### config.mk
export PLATFORM = sky130hd
export DESIGN_NAME = dbm_frame_ctrl
export DESIGN_NICKNAME = d
export VERILOG_FILES = /design/src/dbm_pkg.sv /design/src/dbm_frame_ctrl.sv
export SDC_FILE = /design/constraint.sdc
export NUM_CORES = 1
export LEC_CHECK = 0
export BUFFER_PORTS_ARGS = -buffer_cell sky130_fd_sc_hd__buf_2
export CORE_MARGIN = 5
export CORE_UTILIZATION = 56
export CTS_CLUSTER_DIAMETER = 40
export DETAILED_ROUTE_END_ITERATION = 8
export HOLD_SLACK_MARGIN = 0.02
export PLACE_DENSITY = 0.92
export SLEW_MARGIN = 15
export SYNTH_ARGS = -nofsm -noshare
export SYNTH_HDL_FRONTEND = slang
export SYNTH_SLANG_ARGS = --single-unit
### constraint.sdc
create_clock -name clk -period 3.23 [get_ports clk]
set_clock_uncertainty 0.05 [all_clocks]
set_input_delay 0.323 -clock clk [delete_from_list [all_inputs] [get_ports clk]]
set_output_delay 0.323 -clock clk [all_outputs]
set_load 0.01 [all_outputs]
### src/dbm_pkg.sv
// Shared types and constants for the depth background mask.
`default_nettype none
package dbm_pkg;

  localparam int MaxPixels = 524288;
  localparam int AddrW     = $clog2(MaxPixels);
  localparam int DepthW    = 16;
  localparam int ThreshW   = 17;
  localparam int CfgIdxW   = 2;

  localparam logic [CfgIdxW-1:0] CFG_THRESHOLD = 2'd0;
  localparam logic [CfgIdxW-1:0] CFG_MODE      = 2'd1;
  localparam logic [CfgIdxW-1:0] CFG_ENABLE    = 2'd2;

  localparam logic signed [ThreshW-1:0] THRESHOLD_RESET = 17'sd100;

  localparam logic CMD_PIXEL   = 1'b0;
  localparam logic CMD_CAPTURE = 1'b1;

  localparam logic MODE_NEARER = 1'b0;
  localparam logic MODE_WITHIN = 1'b1;

  typedef struct packed {
    logic [7:0] red;
    logic [7:0] green;
    logic [7:0] blue;
    logic [7:0] alpha;
    logic       last;
  } pixel_t;

  typedef struct packed {
    logic [AddrW-1:0] pos;
    logic             store;
  } frame_ctrl_t;

endpackage
`default_nettype wire

### src/dbm_frame_ctrl.sv
// Frame tracking: pixel position, capture request and capture frame flags.
`default_nettype none
module dbm_frame_ctrl
  import dbm_pkg::*;
(
  input  wire logic        clk,
  input  wire logic        rst,
  input  wire logic        pix_acc,
  input  wire logic        cmd_acc,
  input  wire logic        last,
  input  wire logic        enable,
  output      frame_ctrl_t ctrl
);

  logic [AddrW-1:0] pixel_index;
  logic [AddrW-1:0] pixel_index_next;
  logic             capture_pending;
  logic             capture_pending_next;
  logic             capturing;
  logic             capturing_next;
  logic             at_frame_start;
  logic             at_frame_start_next;

  always_comb begin
    capture_pending_next = capture_pending;
    capturing_next       = capturing;
    at_frame_start_next  = at_frame_start;
    pixel_index_next     = pixel_index;
    if (cmd_acc) begin
      capture_pending_next = 1'b1;
    end
    if (pix_acc) begin
      if (at_frame_start) begin
        capturing_next = enable & capture_pending;
        if (enable) begin
          capture_pending_next = 1'b0;
        end
      end
      if (last) begin
        pixel_index_next    = '0;
        at_frame_start_next = 1'b1;
      end else begin
        at_frame_start_next = 1'b0;
        if (pixel_index == AddrW'(MaxPixels - 1)) begin
          pixel_index_next = '0;
        end else begin
          pixel_index_next = pixel_index + AddrW'(1);
        end
      end
    end
  end

  always_ff @(posedge clk) begin
    if (rst) begin
      pixel_index     <= '0;
      capture_pending <= 1'b1;
      capturing       <= 1'b0;
      at_frame_start  <= 1'b1;
    end else begin
      pixel_index     <= pixel_index_next;
      capture_pending <= capture_pending_next;
      capturing       <= capturing_next;
      at_frame_start  <= at_frame_start_next;
    end
  end

  assign ctrl.pos   = pixel_index;
  assign ctrl.store = pix_acc & enable &
                      (at_frame_start ? capture_pending : capturing);

  a_last_rewinds: assert property (@(posedge clk) disable iff (rst)
    (pix_acc && last) |=> (pixel_index == '0 && at_frame_start))
    else $error("position not rewound after frame end");

  a_store_needs_enable: assert property (@(posedge clk) disable iff (rst)
    ctrl.store |-> (enable && pix_acc && !cmd_acc))
    else $error("reference store outside an enabled pixel transaction");

  a_cmd_sets_pending: assert property (@(posedge clk) disable iff (rst)
    cmd_acc |=> capture_pending)
    else $error("capture request lost");

endmodule
`default_nettype wire

# Word level (Yosys, flattened, before mapping)
# Cells that the tools add are included.
totals:
  output_inout_bits: 20
  regBits: 22
  elab_cells: 18
  inputBits: 6
op_classes:
  bitwise: 3
  addsub: 1
  n_eq_ne: 1
  muxes: 8
  n_reduce_logical: 1
ops:
  columns: ["operator", "count"]
  rows:
  - ["$mux W19", 2]
  - ["$add A19 B1 Y19 const B", 1]
  - ["$eq A19 B19 Y1 const B", 1]
  - ["$mux W1", 6]
  - ["$and A1 B1 Y1", 3]
  - ["$reduce_and A2 Y1", 1]

# Logic depth before layout (Yosys ltp)
depth:
  depth_word: 4
  mapped_depth: 6
  mapped_depth_nobuf: 5

# Worst setup path before layout
# OpenSTA, ideal clock, no wires.
synth_timing:
  kind: "flip-flop to flip-flop"
  from: "register pixel_index[0]"
  to: "register pixel_index[18]"
  stages_incl_launch_ff: 7
  arrival_ns: 2.021
  required_ns: 3.107
  period_less_slack_ns: 2.144
  path_slack_ns: 1.086
  path_buffers: 1
  setup_time_ns: 0.073
  path_cell_list: "dfxtp_1 > ha_1 > nand3_1 > or4_1 > buf_2 > or4_1 > a21oi_1"
synth_between:
  elab_chain_len: 3
  elab_cells_between_ends: 4
  cone_classes: "add/sub: 1; eq/ne: 1; mux: 2"
synth_rtl:
  columns: ["item", "line", "source"]
  rows:
  - ["from (decl)", "dbm_frame_ctrl.sv:15", "logic [AddrW-1:0] pixel_index;"]
  - ["from (signal assigned)", "dbm_frame_ctrl.sv:60", "pixel_index <= pixel_index_next;"]
  - ["$add A19 B1 Y19 / $eq A19 B19 Y1 (equally long branches)", "dbm_frame_ctrl.sv:47, dbm_frame_ctrl.sv:44", null]
  - ["$mux W19 (*)", "dbm_frame_ctrl.sv:44", "if (pixel_index == AddrW'(MaxPixels - 1)) begin"]
  - ["$mux W19 (*)", "dbm_frame_ctrl.sv:39", "if (last) begin"]
# Mark *: on every way between the ends. The rest lies on a longest branch, timed or not.
# A chain may end at the register's enable or synchronous reset.

# Worst setup path after layout
# Ends and elaborated chain as after synthesis.

==> metrics <==
WP data required 3.42 ns; CTS Buffer Depth 2; critical path arrival 2.47 ns; CTS H-tree lvls 1; IO buf count 25; Initial Utilization 0.5793; Die Height 54.82 um; cts hold-fix bufs 0; layout cell share with drive strength beyond 1 0.1902; status finished clean; clk sinks 22; core area 1942 um2; top cells by area, synth dfxtp_1, a21oi_1, nand2_1; Leak Pwr around 0.5 nW; Post-synth EDFFs 0; pin count of the biggest net entering global routing 18; Placed Instances 187; CTS tree done; Hold Vio Cnt, Final 0; top-count cell post-synth dfxtp_1; asr flop ratio synth 0; Worst-Margin Slew 0.6499 ns; Syn Area/Cell 8.034 um2; Layout area overhead 14.24%; post_cts resized 0; GRT Total Usage 0.1923; Final Max Tran Viols 0; final setup fails 0; initial antenna violation count 0; unrepaired setup endpoints after global routing false; Final HPWL DP around 2000 um; cts bufs inserted 3; Rel. slew slack 0.5638; number of I/O pins 26; Die W 54.82 um; number of inserted diodes 0; Synth area leader dfxtp_1; clock slew seen by the registers of the worst setup and hold paths 0.11 ns; Worst-Skew Late Latency 0.30 ns; warning count from the yosys run 0; peak supply drop between 200 and 300 uV; crit share post-route 0.7042; number of global-route vias before repair 1078; gpl congestion 0.8590; GRT overflow 0; synth cell count leaders dfxtp_1, nand2_1, nor2_1, a21oi_1, o21ai_0; router iterations before antenna repair 5; crit path max fanout 6; total negative slack 0 ns; total routed wirelength 2690 um; Final #Nets 172; Starting DRT DRC Count 46; WL/cell 14.16 um; Via-to-Cell Ratio 6.153; share of the synthesized area in the top cell type 0.3915; Routed Antenna Nets 0; Final min period 2.275 ns; MaxCap Viol Count 0; Post-Synthesis Cell Area between 1000 and 1500 um2; CTS Root Cell clkbuf_4; first-pass GRT wire length 4209 um; Synth Register Bits 22; routed via count 1169; Top FF cell, synth dfxtp_1; Post-route DRC 0; post-synthesis cell type count 36; Final Instance Count excl. Fillers 190; CP Class register to register; startpoint types register; pwr dens 333.5 nW/um2; number of post-CTS setup repair buffers 0; area of the die 3005 um2; worst hold-check path type primary input to register; syn nets about 150; maximum operating frequency 439.6 MHz; register area share after synthesis 0.3915; row count 16; crit end category register; Syn Inst Count 140
cell families after synthesis:
logic type	after synthesis	synth area share
and+or+nand+nor	65	0.3181
buffers and inverters	11	0.03892
AOI/OAI and AO/OA	36	0.2002
DFF	22	0.3915
adders and majority gates	1	0.01112
muxes	1	0.008899
xor gates and xnor gates	4	0.03115
path summary, 6_finish.rpt:
| check | start | endpoint | slack, ns | cells past startpoint |
|---|---|---|---|---|
| min | cmd_acc | capture_pending$_SDFF_PP1_ | 0.21 | 3 |
| min reg2reg | capturing$_SDFFE_PP0P_ | capturing$_SDFFE_PP0P_ | 0.42 | 2 |
| max reg2reg | pixel_index[0]$_SDFFE_PP0P_ | pixel_index[18]$_SDFFE_PP0P_ | 0.96 | 5 |
| max | pixel_index[0]$_SDFFE_PP0P_ | pixel_index[18]$_SDFFE_PP0P_ | 0.96 | 5 |
flip-flops by register name (all words and copies together), names as in the netlist:
register,cells
at_frame_start,1
capturing,1
capture_pending,1
pixel_index,19
stage by stage:
stage | cell area, um2 | setup WS, ns | util | total power [mW] | hold WS (ns)
floorplan | 1125 | 1.086 | - | 0.3030 | 0.3813
CTS | 1285 | 0.9689 | 0.6617 | 0.4277 | 0.2138
detailed placement | 1262 | 0.9960 | 0.6501 | 0.3129 | 0.4028
global placement | 1262 | 1.097 | 0.6501 | 0.3117 | 0.3942
finish | 1285 | 0.9554 | 0.6617 | 0.4286 | 0.2056
global route | 1285 | 0.8176 | 0.6617 | 0.4469 | 0.2225
cell type report:
cell class | count | area [um2]
Timing Repair Buffer | 25 | 125.1
Fill cell | 181 | 656.9
Sequential cell | 22 | 440.4
Clock buffer | 3 | 22.52
Tap cell | 27 | 33.78
Multi-Input combinational cell | 107 | 640.6
Inverter | 6 | 22.52
cells in the final DEF, fill, tap and decap left out, types with 2 or more instances in the layout:
cell      instances
a21oi_1          11
a41oi_1           2
and3_1            2
and4_1            3
buf_2            25
clkbuf_4          3
dfxtp_1          22
inv_1             6
nand2_1          13
nand2b_1          3
nand3_1           7
nand4_1           6
nor2_1           13
nor2b_1           2
nor4_1            3
o211ai_1          2
o21ai_0           8
o22ai_1           3
o31ai_1           3
or2_2             2
or3_1             6
or4_1             3
xnor2_1           3
report_power, final:
group          switching, mW  internal, mW  total, mW
combinational         0.0186        0.0104     0.0290
sequential           0.00326         0.275      0.278
clock                 0.0782        0.0436      0.122
total                  0.100         0.328      0.429
critical path, cell delays in order, from the launching register on:
cell     delay (ns)
dfxtp_1        0.42
ha_1           0.27
nand3_1        0.17
or4_1          0.64
or4_1          0.51
a21oi_1        0.15
per-layer routing:
layer  routed length [um]  up-vias  global-route usage
met3                  167       12             0.03270
met2                 1353       55              0.3484
met4                   51        0              0.1286
met5                    0        -                   0
met1                 1118      530              0.1987
li1                     -      572                   -
Power figures use the tool's default switching activity.
