--- src/dbm_pkg.sv ---
// Shared types and constants for the depth background mask.
`default_nettype none
package dbm_pkg;

  localparam int MaxPixels = 524288;
  localparam int AddrW     = $clog2(MaxPixels);
  localparam int DepthW    = 16;
  localparam int ThreshW   = 17;
  localparam int CfgIdxW   = 2;

  localparam logic [CfgIdxW-1:0] CFG_THRESHOLD = 2'd0;
  localparam logic [CfgIdxW-1:0] CFG_MODE      = 2'd1;
  localparam logic [CfgIdxW-1:0] CFG_ENABLE    = 2'd2;

  localparam logic signed [ThreshW-1:0] THRESHOLD_RESET = 17'sd100;

  localparam logic CMD_PIXEL   = 1'b0;
  localparam logic CMD_CAPTURE = 1'b1;

  localparam logic MODE_NEARER = 1'b0;
  localparam logic MODE_WITHIN = 1'b1;

  typedef struct packed {
    logic [7:0] red;
    logic [7:0] green;
    logic [7:0] blue;
    logic [7:0] alpha;
    logic       last;
  } pixel_t;

  typedef struct packed {
    logic [AddrW-1:0] pos;
    logic             store;
  } frame_ctrl_t;

endpackage
`default_nettype wire

--- src/dbm_classify.sv ---
// Compare stage against the reference depth and result register.
`default_nettype none
module dbm_classify
  import dbm_pkg::*;
(
  input  wire logic                      clk,
  input  wire logic                      rst,
  input  wire logic                      load,
  input  wire pixel_t                    pix_in,
  input  wire logic                      store_in,
  input  wire logic [DepthW-1:0]         ref_rdata,
  input  wire logic signed [ThreshW-1:0] threshold,
  input  wire logic                      compare_mode,
  input  wire logic                      enable,
  output      logic                      ready,
  output      logic                      out_valid,
  input  wire logic                      out_ready,
  output      pixel_t                    out_pix
);

  logic   s1_valid;
  pixel_t s1_pix;
  logic   s1_store;
  logic   out_free;
  logic   adv;

  logic [DepthW-1:0]           depth;
  logic [DepthW-1:0]           ref_depth;
  logic signed [DepthW+2:0]    ref_minus_thr;
  logic signed [DepthW+1:0]    diff;
  logic [ThreshW-1:0]          abs_diff;
  logic [ThreshW-1:0]          abs_thr;
  logic                        bg;
  pixel_t                      res;

  assign out_free = ~out_valid | out_ready;
  assign adv      = s1_valid & out_free;
  assign ready    = ~s1_valid | out_free;

  always_comb begin
    depth         = {s1_pix.red, s1_pix.green};
    ref_depth     = s1_store ? depth : ref_rdata;
    ref_minus_thr = $signed({3'b000, ref_depth}) -
                    $signed({{2{threshold[ThreshW-1]}}, threshold});
    diff          = $signed({2'b00, depth}) - $signed({2'b00, ref_depth});
    abs_diff      = diff[DepthW+1] ? ThreshW'(-diff) : ThreshW'(diff);
    abs_thr       = threshold[ThreshW-1] ? ThreshW'(-threshold) : ThreshW'(threshold);
    if (compare_mode == MODE_WITHIN) begin
      bg = abs_diff < abs_thr;
    end else begin
      bg = $signed({3'b000, depth}) > ref_minus_thr;
    end
    res = s1_pix;
    if (enable && bg) begin
      res.alpha = 8'd0;
    end
  end

  always_ff @(posedge clk) begin
    if (rst) begin
      s1_valid  <= 1'b0;
      out_valid <= 1'b0;
    end else begin
      if (load) begin
        s1_valid <= 1'b1;
      end else if (adv) begin
        s1_valid <= 1'b0;
      end
      if (adv) begin
        out_valid <= 1'b1;
      end else if (out_ready) begin
        out_valid <= 1'b0;
      end
    end
  end

  always_ff @(posedge clk) begin
    if (load) begin
      s1_pix   <= pix_in;
      s1_store <= store_in;
    end
    if (adv) begin
      out_pix <= res;
    end
  end

  a_load_has_room: assert property (@(posedge clk) disable iff (rst)
    load |-> ready)
    else $error("stage loaded while occupied and stalled");

  a_disabled_passes: assert property (@(posedge clk) disable iff (rst)
    (adv && !enable) |=> (out_pix == $past(s1_pix)))
    else $error("pixel altered while disabled");

  a_rgb_kept: assert property (@(posedge clk) disable iff (rst)
    adv |=> (out_pix.red == $past(s1_pix.red) && out_pix.green == $past(s1_pix.green)
             && out_pix.blue == $past(s1_pix.blue) && out_pix.last == $past(s1_pix.last)))
    else $error("color bytes changed in compare stage");

endmodule
`default_nettype wire

--- config.mk ---
export PLATFORM = sky130hd
export DESIGN_NAME = dbm_classify
export DESIGN_NICKNAME = d
export VERILOG_FILES = /design/src/dbm_pkg.sv /design/src/dbm_classify.sv
export SDC_FILE = /design/constraint.sdc
export NUM_CORES = 1
export LEC_CHECK = 0
export BUFFER_PORTS_ARGS = -buffer_cell sky130_fd_sc_hd__buf_2
export CORE_MARGIN = 2
export CORE_UTILIZATION = 58
export CTS_BUF_LIST = sky130_fd_sc_hd__clkbuf_4
export CTS_CLUSTER_DIAMETER = 50
export DETAILED_ROUTE_END_ITERATION = 7
export PLACE_DENSITY = 0.89
export SKIP_LAST_GASP = 1
export SLEW_MARGIN = 40
export SYNTH_ARGS = -nofsm -noshare
export SYNTH_HDL_FRONTEND = slang
export SYNTH_SLANG_ARGS = --single-unit
--- constraint.sdc ---
create_clock -name clk -period 8.4 [get_ports clk]
set_clock_uncertainty 0.2 [all_clocks]
set_input_delay 1.68 -clock clk [delete_from_list [all_inputs] [get_ports clk]]
set_output_delay 1.68 -clock clk [all_outputs]
set_load 0.02 [all_outputs]
; ---- Word level (Yosys, flattened, before mapping)
; Cells that the tools add are included.
; Widths: inputs -> output; s select.
[totals]
ff_bits = 69
input_bits = 73
out_inout_bits = 35
wordCells = 35
[classes]
muxes = 8
reduce_logical = 3
addsub = 4
n_bitwise = 5
order_cmp = 2
[ops]
columns = operator, n
row1 = $mux 17, 2
row2 = $neg 17->17, 2
row3 = $gt 17x18->1, 1
row4 = $sub 17x17->18, 1
row5 = $lt 17x17->1, 1
row6 = $sub 16x16->17, 1
row7 = $mux 16, 1
row8 = $mux 1, 5
row9 = $reduce_bool 2->1, 2
row10 = $not 1->1, 2
row11 = $or 1x1->1, 2
row12 = $and 1x1->1, 1
row13 = $logic_and 1x1->1, 1

; ---- Logic depth before layout (Yosys ltp)
[logic_depth]
depth_word = 7
depth_mapped = 24
mapped_depth_nobuf = 22

; ---- Worst setup path after synthesis
; No wires, ideal clock.
[synth_timing]
path_kind = input to register
startpoint = input ref_rdata[0]
endpoint = register out_pix[1] (netlist name), data pin
setup_time_ns = 0.289
path_slack_ns = 1.592
path_buffers = 1
arrival_ns = 6.319
path_stages = 23
t_required_ns = 7.911
path_cell_list = mux2i_1 -> inv_1 -> ha_1 -> inv_1 -> fa_1 -> a21o_1 -> a221o_1 -> a2111oi_4 -> o21ai_2 -> a31o_1 -> a21o_1 -> buf_6 -> nor2_1 -> xor2_1 -> ha_1 -> a21o_1 -> a21o_1 -> a2111oi_0 -> nand2_1 -> a41oi_1 -> o21bai_1 -> a211oi_1 -> nor4b_1
[synth_between]
elab_chain_cells = 7
[synth_lines]
columns = element, line_no
row1 = "start, declared", dbm_classify.sv:11  ; input wire logic [DepthW-1:0] ref_rdata,
row2 = $mux 16 (*), dbm_classify.sv:42  ; ref_depth = s1_store ? depth : ref_rdata;
row3 = $sub 16x16->17, dbm_classify.sv:45  ; diff = $signed({2'b00, depth}) - $signed({2'b00, ref_depth});
row4 = $neg 17->17, dbm_classify.sv:46  ; abs_diff = diff[DepthW+1] ? ThreshW'(-diff) : ThreshW'(diff);
row5 = $mux 17, dbm_classify.sv:46
row6 = $lt 17x17->1, dbm_classify.sv:49  ; bg = abs_diff < abs_thr;
row7 = $mux 1 (*), dbm_classify.sv:48  ; if (compare_mode == MODE_WITHIN) begin
row8 = $logic_and 1x1->1 (*), dbm_classify.sv:54  ; if (enable && bg) begin
row9 = "end signal, assigned", dbm_classify.sv:83  ; out_pix <= res;
row10 = "end, declared", dbm_classify.sv:18  ; output pixel_t out_pix
; Every way passes the cells marked *; elsewhere a longest branch is shown, timed or not.
; A chain may end at the register's enable or synchronous reset.

; ---- Worst setup path after layout
[layout_timing]
startpoint = input ref_rdata[0]
endpoint = register out_pix[3] (netlist name), data pin
; The elaborated chain is that of the path after synthesis.

==> run summary <==
Status -> finished, final reports clean
Pre-CTS WS -> 1300 ps
Final setup fails -> 0
Final instance area -> 6160 µm²
Most used DFF post-synth -> edfxtp_1
GRT met2 Usage -> 43.0%
Root Buffer -> clkbuf_4
Setup bufs post-CTS -> 0
Initial Util -> 60.5%
Die area -> 9980 µm²
WP data arrival -> 6640 ps
Grt total ovfl -> 0
Register Area -> 2050 µm²
CTS Hold Bufs -> 0
Final WS setup -> 1700 ps
Syn Area/Cell -> 10.5 µm²
Synth cell types -> 61
Worst slew pin tran -> 776 ps
Clk slew on worst S/H paths -> 130 ps
Num CTS Buffers -> 9
Worst-path fanout max -> 17
Final Hold Violating Endpoints -> 0
Req. time, crit path -> 8340 ps
Post-layout util -> 69.9%
Mapped Area -> 5330 µm²
I/O pins -> 108
Max Slew Vio Count -> 0
Worst setup SP type -> input pin
Wire length per cell -> 16.9 µm
Final worst path period need -> 6700 ps
Critical path class -> in2reg
Die width -> 99.9 µm
DR pass1 iterations -> 5
# nets final -> 764
Gate Count Post-Synth -> 510
GP Congestion -> 0.920
Global Route met3 Usage -> 4.04%
Max_cap viols -> 0
Yosys reg bits -> 69
Detailed placer's ending HPWL -> 9800 µm
Layout cell share with drive strength beyond 1 -> 22.6%
Placement Rows -> 34
Synth warn -> 0
Clock buffer depth -> 2
Grt peak-use layer -> met2
Slowest CP cell -> a2111oi_0
Post-DP Area -> 5970 µm²
Setup tns final -> 0 ps
Post-route ant nets -> 0
Pin count of the biggest net entering global routing -> 36
Seq/Total Area, Yosys -> 38.5%
Peak supply drop -> 0.145 mV
DRC viols -> 0
Drt total wl -> 12400 µm
Antenna violations before repair -> 0
Via Count -> 4428
Die height -> 99.9 µm
Cells along the critical path -> buf_2 > mux2i_1 > inv_1 > ha_1 > inv_1 > fa_1 > a21o_1 > a221o_1 > a2111oi_4 > o21ai_2 > a31o_1 > a21o_1 > nor2_1 > xor2_1 > ha_1 > a21o_1 > a21o_1 > a2111oi_0 > nand2_1 > a41oi_1 > o21bai_1 > a211oi_1 > buf_4 > nor4b_1
Min-delay worst type -> reg2reg
DRT iter0 DRCs -> 256
Setup crit end kind -> register
Final period util -> 79.8%
Clock Sinks -> 69
Crit-path leading delay family -> compound AO/OA/AOI/OAI gates
CP bufs+invs -> 4
Total track usage -> 24.8%
First-pass GRT wire length -> 19500 µm
Number of global-route vias before repair -> 4276
RSZ-0062 raised after global routing -> no
H-tree depth -> 3
Met1 Track Usage GR -> 32.0%
Multi-input gate area -> 3100 µm²
Slew headroom -> 48.3%
Resized cells post-CTS -> 0
Leakage power -> 2.78 nW
ANT cells -> 0
Synth Net Count -> 651
Achievable Freq -> 0.149 GHz
Clock latency on the worst-skew pair -> 420 ps
Port Buf Inserts -> 107
CTS tree -> done
Pwr/cell area -> 191 nW/µm²
Crit path largest cell delay -> 520 ps
Area delta synth->final -> 15.5%
Via/cell ratio -> 6.02
Share of flip-flops with an asynchronous set or reset -> 0%
EDFF count, synth -> 67
Most numerous cell on the critical path -> a21o_1
# fillers -> 654
Core Area -> 8810 µm²
sequential cells by signal (all words and copies together), names as in the netlist:
| name | count |
|---|---|
| s1_pix | 8 |
| res | 9 |
| s1_store | 1 |
| s1_valid | 1 |
| out_valid | 1 |
| out_pix | 33 |
| depth | 16 |
cell families after synthesis:
family          count (synthesis)  synth area share, %
mux                            20                 3.78
xor+xnor                       48                 8.03
flops                          69                 38.5
fa+ha+maj                      68                 16.2
compound gates                130                 17.2
simple gates                  124                 12.4
buf+inv                        51                 3.92
cells in the final DEF, fill, tap and decap left out, types with 3 or more instances in the layout:
cell / instances
a21oi_1: 24
mux2i_1: 19
o21ai_0: 22
buf_2: 107
nand2b_1: 7
clkbuf_4: 9
xnor2_1: 33
nor3_1: 9
edfxtp_1: 67
inv_6: 4
o21bai_1: 5
nand3_1: 8
ha_1: 66
nor4_1: 4
nand4_1: 6
o2111ai_1: 3
a21o_1: 22
nor2b_1: 9
a31oi_1: 5
nand2_1: 26
or3_1: 9
nor4b_1: 8
nor2_1: 26
a21oi_2: 3
inv_1: 43
a211oi_1: 3
o21a_1: 10
xor2_1: 14
o31ai_1: 5
synthesized netlist by cell type (all sizes together) (3+ instances only):
cell type / number / area [µm²]
nand4: 6 / 37.5
nor2: 26 / 97.6
o31ai: 6 / 45.0
a2111oi: 3 / 45.1
nand3: 8 / 40.0
xnor2: 34 / 305
xor2: 14 / 123
mux2i: 19 / 190
o21ai: 23 / 119
o2111ai: 3 / 26.3
a211oi: 3 / 22.5
or3: 9 / 56.3
clkbuf: 4 / 15.0
a21o: 22 / 165
nor2b: 10 / 62.6
edfxtp: 67 / 2010
o21bai: 5 / 37.5
nor3: 10 / 50.1
nor4: 4 / 25.0
nand2: 26 / 97.6
ha: 66 / 826
inv: 43 / 161
buf: 4 / 32.5
o21a: 10 / 75.1
a31oi: 5 / 31.3
nor4b: 9 / 85.1
nand2b: 7 / 43.8
a21oi: 27 / 146
metal layers:
| layer | share of wire (%) | vias to the layer above |
|---|---|---|
| li1 | - | 2150 |
| met1 | 42 | 2074 |
| met2 | 50 | 183 |
| met3 | 7.4 | 21 |
| met4 | 1.3 | 0 |
| met5 | 0 | - |
cell type report:
| class | count | share of cell area (%) |
|---|---|---|
| Timing Repair Buffer | 110 | 9.51 |
| Inverter | 43 | 2.62 |
| Sequential cell | 69 | 33.3 |
| Clock inverter | 7 | 1.02 |
| Multi-Input combinational cell | 390 | 50.3 |
| Clock buffer | 9 | 1.10 |
| Tap cell | 108 | 2.19 |
power breakdown:
group,total (mW),switching (mW),internal (mW),leakage (nW)
Combinational,0.555,0.311,0.244,2.05
Clock,0.198,0.130,0.0673,0.0698
Sequential,0.423,0.0159,0.408,0.659
through the flow:
stage | hold WS [ps] | cells | power (mW)
2_1_floorplan | 200 | 510 | 0.840
3_3_place_gp | 202 | 718 | 0.941
3_5_place_dp | 210 | 718 | 0.967
4_1_cts | 242 | 734 | 1.17
5_1_grt | 259 | 736 | 1.26
6_report | 240 | 736 | 1.18
worst paths after layout:
kind | startpoint | to | slack [ps] | cells past startpoint
worst min-delay path | res[15] | out_pix[15] | 240 | 0
worst max-delay path | ref_rdata[0] | out_pix[3] | 1700 | 24
worst max register to register | s1_store | out_pix[3] | 2330 | 23
worst min register to register | res[15] | out_pix[15] | 240 | 0
Power figures use the tool's default switching activity.
